$ cat config.mk
export PLATFORM = sky130hd
export DESIGN_NAME = mep_mapper
export DESIGN_NICKNAME = d
export VERILOG_FILES = /design/src/hdl/mep_pkg.sv /design/src/hdl/mep_mapper.sv
export SDC_FILE = /design/constraint.sdc
export NUM_CORES = 2
export LEC_CHECK = 0
export BUFFER_PORTS_ARGS = -buffer_cell sky130_fd_sc_hd__buf_2
export CAP_MARGIN = 15
export CELL_PAD_IN_SITES_DETAIL_PLACEMENT = 1
export CELL_PAD_IN_SITES_GLOBAL_PLACEMENT = 1
export CORE_MARGIN = 2
export CORE_UTILIZATION = 50
export DETAILED_ROUTE_END_ITERATION = 8
export PLACE_DENSITY_LB_ADDON = 0.08
export SYNTH_ARGS = -nofsm -noshare
export SYNTH_HDL_FRONTEND = slang
export SYNTH_SLANG_ARGS = --single-unit
$ cat constraint.sdc
create_clock -name clk -period 14.7 [get_ports clk]
set_input_delay 0.735 -clock clk [delete_from_list [all_inputs] [get_ports clk]]
set_output_delay 0.735 -clock clk [all_outputs]
set_load 0.1 [all_outputs]
$ cat src/hdl/mep_pkg.sv
// Package holding shared types and constants of the Mandelbrot escape pixel unit.
package mep_pkg;

    localparam int SIZE_BITS = 13;
    localparam int CFG_INDEX_BITS = 3;
    localparam int CFG_DATA_BITS = 64;

    localparam logic [CFG_INDEX_BITS-1:0] REG_X_MIN = 3'd0;
    localparam logic [CFG_INDEX_BITS-1:0] REG_Y_MIN = 3'd1;
    localparam logic [CFG_INDEX_BITS-1:0] REG_X_MAX = 3'd2;
    localparam logic [CFG_INDEX_BITS-1:0] REG_Y_MAX = 3'd3;
    localparam logic [CFG_INDEX_BITS-1:0] REG_WIDTH = 3'd4;
    localparam logic [CFG_INDEX_BITS-1:0] REG_HEIGHT = 3'd5;
    localparam logic [CFG_INDEX_BITS-1:0] REG_MAX_ITER = 3'd6;

    typedef enum logic [1:0] {
        MAP_IDLE,
        MAP_DIVIDE,
        MAP_SCALE,
        MAP_DONE
    } map_state_t;

    typedef enum logic [2:0] {
        ESC_IDLE,
        ESC_SQUARE,
        ESC_TEST,
        ESC_UPDATE,
        ESC_OUTPUT
    } esc_state_t;

endpackage

$ cat src/hdl/mep_mapper.sv
// Front part: maps a pixel position onto the complex plane by long division and scaling.
module mep_mapper #(
    parameter int INDEX_BITS = 12,
    parameter int COORD_BITS = 32
) (
    input  logic                         clk,
    input  logic                         rst_n,
    input  logic                         start,
    input  logic [INDEX_BITS-1:0]        column,
    input  logic [INDEX_BITS-1:0]        row,
    input  logic signed [COORD_BITS-1:0] x_min,
    input  logic signed [COORD_BITS-1:0] y_min,
    input  logic signed [COORD_BITS-1:0] x_max,
    input  logic signed [COORD_BITS-1:0] y_max,
    input  logic [mep_pkg::SIZE_BITS-1:0] frame_width,
    input  logic [mep_pkg::SIZE_BITS-1:0] frame_height,
    output logic                         busy,
    output logic                         done,
    output logic signed [COORD_BITS-1:0] cx,
    output logic signed [COORD_BITS-1:0] cy,
    input  logic                         take
);

    localparam int SPAN_BITS = COORD_BITS + 1;
    localparam int SB = mep_pkg::SIZE_BITS;
    localparam int CNT_BITS = $clog2(SPAN_BITS + 1);

    mep_pkg::map_state_t state_reg, state_next;
    logic [CNT_BITS-1:0] cnt_reg, cnt_next;
    logic [SPAN_BITS-1:0] qx_reg, qx_next, qy_reg, qy_next;
    logic [SB:0] rx_reg, rx_next, ry_reg, ry_next;
    logic negx_reg, negx_next, negy_reg, negy_next;
    logic [SB-1:0] dx_reg, dx_next, dy_reg, dy_next;
    logic [INDEX_BITS-1:0] col_reg, col_next, row_reg, row_next;
    logic signed [COORD_BITS-1:0] cx_reg, cx_next, cy_reg, cy_next;

    logic signed [SPAN_BITS-1:0] span_x, span_y;
    logic [SB:0] trx, try_;
    logic [SPAN_BITS-1:0] stx, sty;
    logic [COORD_BITS-1:0] px, py;

    assign span_x = SPAN_BITS'(x_max) - SPAN_BITS'(x_min);
    assign span_y = SPAN_BITS'(y_max) - SPAN_BITS'(y_min);
    assign trx = {rx_reg[SB-1:0], qx_reg[SPAN_BITS-1]};
    assign try_ = {ry_reg[SB-1:0], qy_reg[SPAN_BITS-1]};
    assign stx = negx_reg ? (~qx_reg + 1'b1) : qx_reg;
    assign sty = negy_reg ? (~qy_reg + 1'b1) : qy_reg;
    assign px = COORD_BITS'(stx[COORD_BITS-1:0] * COORD_BITS'(col_reg));
    assign py = COORD_BITS'(sty[COORD_BITS-1:0] * COORD_BITS'(row_reg));

    always_ff @(posedge clk or negedge rst_n)
    begin
        if (!rst_n)
        begin
            state_reg <= mep_pkg::MAP_IDLE;
            cnt_reg <= '0;
        end
        else
        begin
            state_reg <= state_next;
            cnt_reg <= cnt_next;
        end
    end

    always_ff @(posedge clk)
    begin
        qx_reg <= qx_next;
        qy_reg <= qy_next;
        rx_reg <= rx_next;
        ry_reg <= ry_next;
        negx_reg <= negx_next;
        negy_reg <= negy_next;
        dx_reg <= dx_next;
        dy_reg <= dy_next;
        col_reg <= col_next;
        row_reg <= row_next;
        cx_reg <= cx_next;
        cy_reg <= cy_next;
    end

    always_comb
    begin
        state_next = state_reg;
        cnt_next = cnt_reg;
        qx_next = qx_reg;
        qy_next = qy_reg;
        rx_next = rx_reg;
        ry_next = ry_reg;
        negx_next = negx_reg;
        negy_next = negy_reg;
        dx_next = dx_reg;
        dy_next = dy_reg;
        col_next = col_reg;
        row_next = row_reg;
        cx_next = cx_reg;
        cy_next = cy_reg;
        case (state_reg)
            mep_pkg::MAP_IDLE:
            begin
                if (start)
                begin
                    negx_next = span_x[SPAN_BITS-1];
                    negy_next = span_y[SPAN_BITS-1];
                    qx_next = span_x[SPAN_BITS-1] ? (~span_x + 1'b1) : span_x;
                    qy_next = span_y[SPAN_BITS-1] ? (~span_y + 1'b1) : span_y;
                    rx_next = '0;
                    ry_next = '0;
                    dx_next = (frame_width == '0) ? SB'(1) : frame_width;
                    dy_next = (frame_height == '0) ? SB'(1) : frame_height;
                    col_next = column;
                    row_next = row;
                    cnt_next = '0;
                    state_next = mep_pkg::MAP_DIVIDE;
                end
            end
            mep_pkg::MAP_DIVIDE:
            begin
                if (trx >= {1'b0, dx_reg})
                begin
                    rx_next = trx - {1'b0, dx_reg};
                    qx_next = {qx_reg[SPAN_BITS-2:0], 1'b1};
                end
                else
                begin
                    rx_next = trx;
                    qx_next = {qx_reg[SPAN_BITS-2:0], 1'b0};
                end
                if (try_ >= {1'b0, dy_reg})
                begin
                    ry_next = try_ - {1'b0, dy_reg};
                    qy_next = {qy_reg[SPAN_BITS-2:0], 1'b1};
                end
                else
                begin
                    ry_next = try_;
                    qy_next = {qy_reg[SPAN_BITS-2:0], 1'b0};
                end
                cnt_next = cnt_reg + 1'b1;
                if (cnt_reg == CNT_BITS'(SPAN_BITS - 1))
                begin
                    state_next = mep_pkg::MAP_SCALE;
                end
            end
            mep_pkg::MAP_SCALE:
            begin
                cx_next = $signed(px + x_min);
                cy_next = $signed(py + y_min);
                state_next = mep_pkg::MAP_DONE;
            end
            mep_pkg::MAP_DONE:
            begin
                if (take)
                begin
                    state_next = mep_pkg::MAP_IDLE;
                end
            end
            default:
            begin
                state_next = mep_pkg::MAP_IDLE;
            end
        endcase
    end

    assign busy = (state_reg != mep_pkg::MAP_IDLE);
    assign done = (state_reg == mep_pkg::MAP_DONE);
    assign cx = cx_reg;
    assign cy = cy_reg;

endmodule

Word level (Yosys, flattened, before mapping)
Index checks and enable logic that the tools add are counted.

$add $sub $neg: 11. $mul: 2. Magnitude comparators: 2. Equality and inequality tests: 7. Muxes and demuxes: 21. Bitwise gates (word level): 4. Reductions and logical operators: 8.

Operator list (number): two-way mux 33 bit (4); case mux 33 bit (2 select lines) (2); adder 33 x 1 -> 33 bit, second input constant (2); inverter 33 bit (2); subtractor 32 x 32 -> 33 bit (2); adder 32 x 1 -> 32 bit, second input constant (2); adder 32 bit (2); multiplier 32 x 12 -> 32 bit (2); two-way mux 32 bit (2); inverter 32 bit (2); case mux 13 bit (2 select lines) (2); two-way mux 13 bit (3); greater-or-equal comparator 14 x 13 -> 1 bit (2); zero test 13 bit (2); subtractor 13 bit (2); case mux 6 bit (2 select lines) (1); case mux 2 bit (4 select lines) (1); adder 6 x 1 -> 6 bit, second input constant (1); equality test 6 bit, second input constant (1); two-way mux 2 bit (3); two-way mux 6 bit (1); equality test 2 bit, second input constant (2); != test 2 bit, second input constant (2); AND reduction 2 bit (2); 6 further kinds (8).

Bits in registers: 216. Bits of input ports: 182. Word-level logic and storage cells: 69.

Longest topological paths before layout
Word-level depth: 6. Depth in mapped cells: 31. Mapped depth without buffers: 29.

Least setup slack after synthesis
No wires, ideal clock.

Path kind: reg-to-reg. Start: register qx_reg[0]. End: register cx_reg[31] (netlist: cx[31]), data pin. Library setup time: 0.259 ns. Arrival time: 7.353 ns. Path slack: 7.088 ns. Cell stages (with the launch flop): 32. Path through: edfxtp_1 -> clkbuf_1 -> inv_1 -> ha_1 -> or4b_1 -> or4_1 -> clkbuf_1 -> o41ai_1 -> xnor2_1 -> clkbuf_1 -> and2_1 -> fa_1 -> inv_1 -> fa_1 -> inv_1 -> fa_1 -> fa_1 -> inv_1 -> fa_1 -> inv_1 -> ha_1 -> a21o_1 -> a21o_1 -> a21oi_1 -> nor2b_1 -> o21ai_0 -> nand2b_1 -> a21oi_1 -> o21ai_0 -> a211oi_1 -> a21oi_1 -> xnor2_1.

Longest elaborated chain between the ends: 5.

Ends and longest elaborated chain: start, declared (RTL line mep_mapper.sv:30) `logic [SPAN_BITS-1:0] qx_reg, qx_next, qy_reg, qy_next;`; start signal, assigned (RTL line mep_mapper.sv:67) `qx_reg <= qx_next;`; inverter 32 bit (RTL line mep_mapper.sv:46) `assign stx = negx_reg ? (~qx_reg + 1'b1) : qx_reg;`; adder 32 x 1 -> 32 bit (RTL line mep_mapper.sv:46); two-way mux 32 bit (*) (RTL line mep_mapper.sv:46); multiplier 32 x 12 -> 32 bit (*) (RTL line mep_mapper.sv:48) `assign px = COORD_BITS'(stx[COORD_BITS-1:0] * COORD_BITS'(col_reg));`; adder 32 bit (*) (RTL line mep_mapper.sv:146) `cx_next = $signed(px + x_min);`; end signal, assigned (RTL line mep_mapper.sv:77) `cx_reg <= cx_next;`; end, declared (RTL line mep_mapper.sv:35) `logic signed [COORD_BITS-1:0] cx_reg, cx_next, cy_reg, cy_next;`.

Mark *: on every way between the ends. The rest lies on a longest branch, timed or not. A chain may end at the register's enable or synchronous reset.

Final worst setup path
Start: register qx_reg[5]. End: register cx_reg[31] (netlist: cx[31]), data pin.

Same word-level chain as after synthesis.

==> metrics.sh <==
NETLIST_TOP_CELLS_AREA='sky130_fd_sc_hd__fa_1 (30%), sky130_fd_sc_hd__edfxtp_1 (17%), sky130_fd_sc_hd__inv_1 (8.5%)'
GRT_FIRST_PASS_WIRELENGTH_UM=170000
GRT_SETUP_UNREPAIRED='false'
AREA_OF_THE_MAPPED_NETLIST_UM2=36000
CTS-HTREE-LEVELS=1
FIN_SKEW_NS=0.0156
FULL_DIE_AREA_UM2=74200
REMAINING_DRC_ERRORS=0
STD_CELL_ROWS=98
CTS_TREE='done'
TIGHTESTPINTRANSITION_NS=1.17
DR.FIRST_ITER.DRC_COUNT=1181
MAXCAPVIOLCOUNT=0
GRT_PASS1_VIAS=31500
SETUP-TNS-FINAL_NS=0
PERIOD_MINUS_SLACK_NS=8.71
TIMING.CRITICAL_PATH.TO='cx[31]'
ANTENNA_VIOLATING_NETS_POST_ROUTE=0
SYNTHESIS.AREA_PER_INSTANCE_UM2=8.99
YS.FLOP_TYPE='sky130_fd_sc_hd__edfxtp_1'
MAX_SLEW_MARGIN_PCT=21.2
DETAILEDPLACEMENTHPWL_UM=86000
RUN_STATUS='completed'
TOP_LEVEL_PORTS=248
MAX_CLOCK_FREQ_MHz=115
START_UTIL_PCT=50.5
FLOORPLAN.DIE.HEIGHT_UM=272
MOST_COMMON_CELL_AFTER_LAYOUT_FILL_AND_TAPS_ASIDE='sky130_fd_sc_hd__inv_1'
SYNTH_EDF_COUNT=208
SEQCELLAREA_UM2=6450
DIE_WIDTH_UM=272
MULTIINPUTGATEAREA_UM2=25900
SYNTH_SEQUENTIAL_AREA_RATIO_PCT=17.9
WORST_SKEW_PAIR.LATE_LATENCY_NS=0.60
WL_PER_CELL_UM=20.5
ROUTED-WL-MET2_UM=54700
POSTSYNTHCELLCOUNT=4007
POST_CTS_RESIZE_COUNT=0
ROUTED_WIRE_LENGTH_UM=106000
GRT_START_MAX_NET_PINS=71
FINALMAXSLEWVIOLATIONS=0
START_KIND='register'
TIMING.RR.START='qx_reg[5]'
TIMING.FINAL.HOLD_VIOLATIONS=0
WP_DATA_ARRIVAL_NS=9.06
DETAILED_ROUTED_WIRE_LENGTH_ON_MET3_UM=3990
POST_SYNTH_CELL_TYPES=90
MAX-CLOCK-PATH-BUFFERS=3
ROUTE.VIAS.TOTAL=28100
R2R-END='cx[31]'
CTS_BUFFERS=30
CRIT_SHARE_POST_ROUTE_PCT=59.3
SYN_TO_FINAL_GROWTH_PCT=9.38
LAYOUT_COMMON_CELLS='sky130_fd_sc_hd__inv_1 (814), sky130_fd_sc_hd__fa_1 (540), sky130_fd_sc_hd__nand2_1 (468), sky130_fd_sc_hd__and2_1 (309), sky130_fd_sc_hd__buf_2 (247)'
GRT_OVERFLOW=0
FLOORPLAN.CORE_AREA_UM2=71400
CELL_AT_THE_ROOT_OF_THE_CLOCK_TREE='sky130_fd_sc_hd__clkbuf_16'
CRITPATHKIND='reg -> reg'
CLK_TRANSITION_REPORTED_PATHS_NS=0.06
PORT_BUFFERS=247
NUM-FILL-CELLS=8456
DRTPASS1ITERATIONS=5
CRIT_PATH_END_KIND='register'
PATH_MAX_FANOUT=12
MAPPEDNETLISTNETS=4937
CRIT_PATH_START='qx_reg[5]'
SYNTHARSTFLOPSHARE_PCT=3.70
SYNTHDOMINANTCELLAREASHARE_PCT=30.0
DRIVE_ABOVE_1_SHARE_PCT=10.4
VIA_PER_INST=5.46
CTS.SINK_COUNT=216
GLOBAL_PLACEMENT_ROUTABILITY_CONGESTION=0.869
GLOBALROUTETOTALUTIL_PCT=29.3
R2R_CELLS=25
YS_FF_LATCH=216
FF2FF_SETUP_SLACK_NS=5.99
WORSTHOLDPATHTYPE='in -> reg'
WIRELENGTH_MET1_UM=42700
ANTENNA_VIOLATIONS_BEFORE_REPAIR=6
FINALSETUPVIOLATIONS=0
HIGHEST_METAL_LAYER_WITH_SIGNAL_WIRES='met4'
CRITPATHREQUIREDTIME_NS=15.05
YOSYS.AREA.TOP_TYPE='sky130_fd_sc_hd__fa_1'
SYNTH_WARNINGS=0
FIN_NETS=5106
[per-layer routing]
metal  global-route usage [%]  vias up
li1                         -    13000
met4                     11.7        0
met1                     35.2    14500
met3                     2.71      176
met5                        0        -
met2                     53.8      544
[layout make-up]
cell class,count,share of cell area [%]
Multi-Input combinational cell,2798,65.7
Sequential cell,216,16.4
Inverter,816,7.78
Timing Repair Buffer,314,4.42
Tap cell,950,3.02
Clock buffer,37,2.13
Clock inverter,19,0.530
Antenna cell,7,0.0445
[stage by stage]
stage | instances | utilization (%) | setup WS (ns) | hold slack [ns] | instance area [um^2]
after floorplan | 4007 | - | 7.09 | 0.439 | 36000
after global placement | 5091 | 53.7 | 6.11 | 0.541 | 38300
after detailed placement | 5091 | 53.7 | 5.90 | 0.555 | 38300
after CTS | 5148 | 55.2 | 5.89 | 0.267 | 39400
after global routing | 5155 | 55.2 | 5.47 | 0.280 | 39400
final | 5157 | 55.2 | 5.99 | 0.304 | 39400
[cells in the mapped netlist, types with 15 or more instances]
cell	instances
sky130_fd_sc_hd__and3_1	21
sky130_fd_sc_hd__nand3_1	44
sky130_fd_sc_hd__nor2_1	134
sky130_fd_sc_hd__a21oi_1	116
sky130_fd_sc_hd__nor4_1	16
sky130_fd_sc_hd__clkbuf_1	175
sky130_fd_sc_hd__a31oi_1	18
sky130_fd_sc_hd__and2_1	309
sky130_fd_sc_hd__mux2_2	26
sky130_fd_sc_hd__mux2i_1	26
sky130_fd_sc_hd__nand2_1	469
sky130_fd_sc_hd__or3_1	19
sky130_fd_sc_hd__o41ai_1	15
sky130_fd_sc_hd__ha_1	208
sky130_fd_sc_hd__a21o_1	47
sky130_fd_sc_hd__xor2_1	76
sky130_fd_sc_hd__fa_1	540
sky130_fd_sc_hd__nor2b_1	26
sky130_fd_sc_hd__nand2b_1	28
sky130_fd_sc_hd__xnor2_1	198
sky130_fd_sc_hd__edfxtp_1	208
sky130_fd_sc_hd__o31ai_1	38
sky130_fd_sc_hd__inv_1	816
sky130_fd_sc_hd__nor3_1	44
sky130_fd_sc_hd__o21ai_0	137
sky130_fd_sc_hd__a211oi_1	20
sky130_fd_sc_hd__o21a_1	28
[worst max-delay path: stages, from the launching register on]
cell and delay, ns:
sky130_fd_sc_hd__edfxtp_1 0.46, sky130_fd_sc_hd__or4_1 0.63, sky130_fd_sc_hd__nor4_1 0.86, sky130_fd_sc_hd__nor2_1 0.12, sky130_fd_sc_hd__xor2_1 0.70, sky130_fd_sc_hd__and2_1 0.25
sky130_fd_sc_hd__fa_1 0.41, sky130_fd_sc_hd__inv_1 0.08, sky130_fd_sc_hd__fa_1 0.40, sky130_fd_sc_hd__inv_1 0.09, sky130_fd_sc_hd__fa_1 0.46, sky130_fd_sc_hd__fa_1 0.54
sky130_fd_sc_hd__inv_1 0.05, sky130_fd_sc_hd__fa_1 0.47, sky130_fd_sc_hd__inv_1 0.04, sky130_fd_sc_hd__ha_1 0.19, sky130_fd_sc_hd__or4_1 0.56, sky130_fd_sc_hd__o21bai_1 0.20
sky130_fd_sc_hd__a21o_1 0.20, sky130_fd_sc_hd__a21o_1 0.24, sky130_fd_sc_hd__a211o_1 0.32, sky130_fd_sc_hd__a21oi_1 0.30, sky130_fd_sc_hd__o21ai_0 0.22, sky130_fd_sc_hd__a211oi_1 0.39
sky130_fd_sc_hd__a21oi_1 0.14, sky130_fd_sc_hd__xnor2_1 0.15
[worst min path at each step]
stage / startpoint / endpoint / cells past startpoint
finish: row[9] / row_reg[9] / 1
CTS: column[6] / col_reg[6] / 1
global route: row[5] / row_reg[5] / 1
floorplan: rst_n / cnt_reg[0] / 0
global placement: cnt_reg[5] / cnt_reg[5] / 2
detailed placement: cnt_reg[5] / cnt_reg[5] / 2
[cells by family after synthesis]
logic type,after synthesis,share of synthesized area (%)
XOR/XNOR,274,6.66
AO/OA/AOI/OAI,531,9.68
adder cells (fa/ha/maj),748,37.2
buffers and inverters,993,10.4
multiplexers,53,1.58
flip-flops,216,17.9
AND/OR/NAND/NOR,1192,16.6
[what timing repair did]
| action | 4_1_cts | 5_1_grt |
|---|---|---|
| endpoints found under the setup margin | 0 | 0 |
| hold endpoints to repair | 8 | 0 |
| hold buffers | 1 | 0 |
| buffers inserted | 0 | 0 |
Power is not shown: default switching activity piles up to over one toggle a cycle in this logic, so the estimate is an artifact.
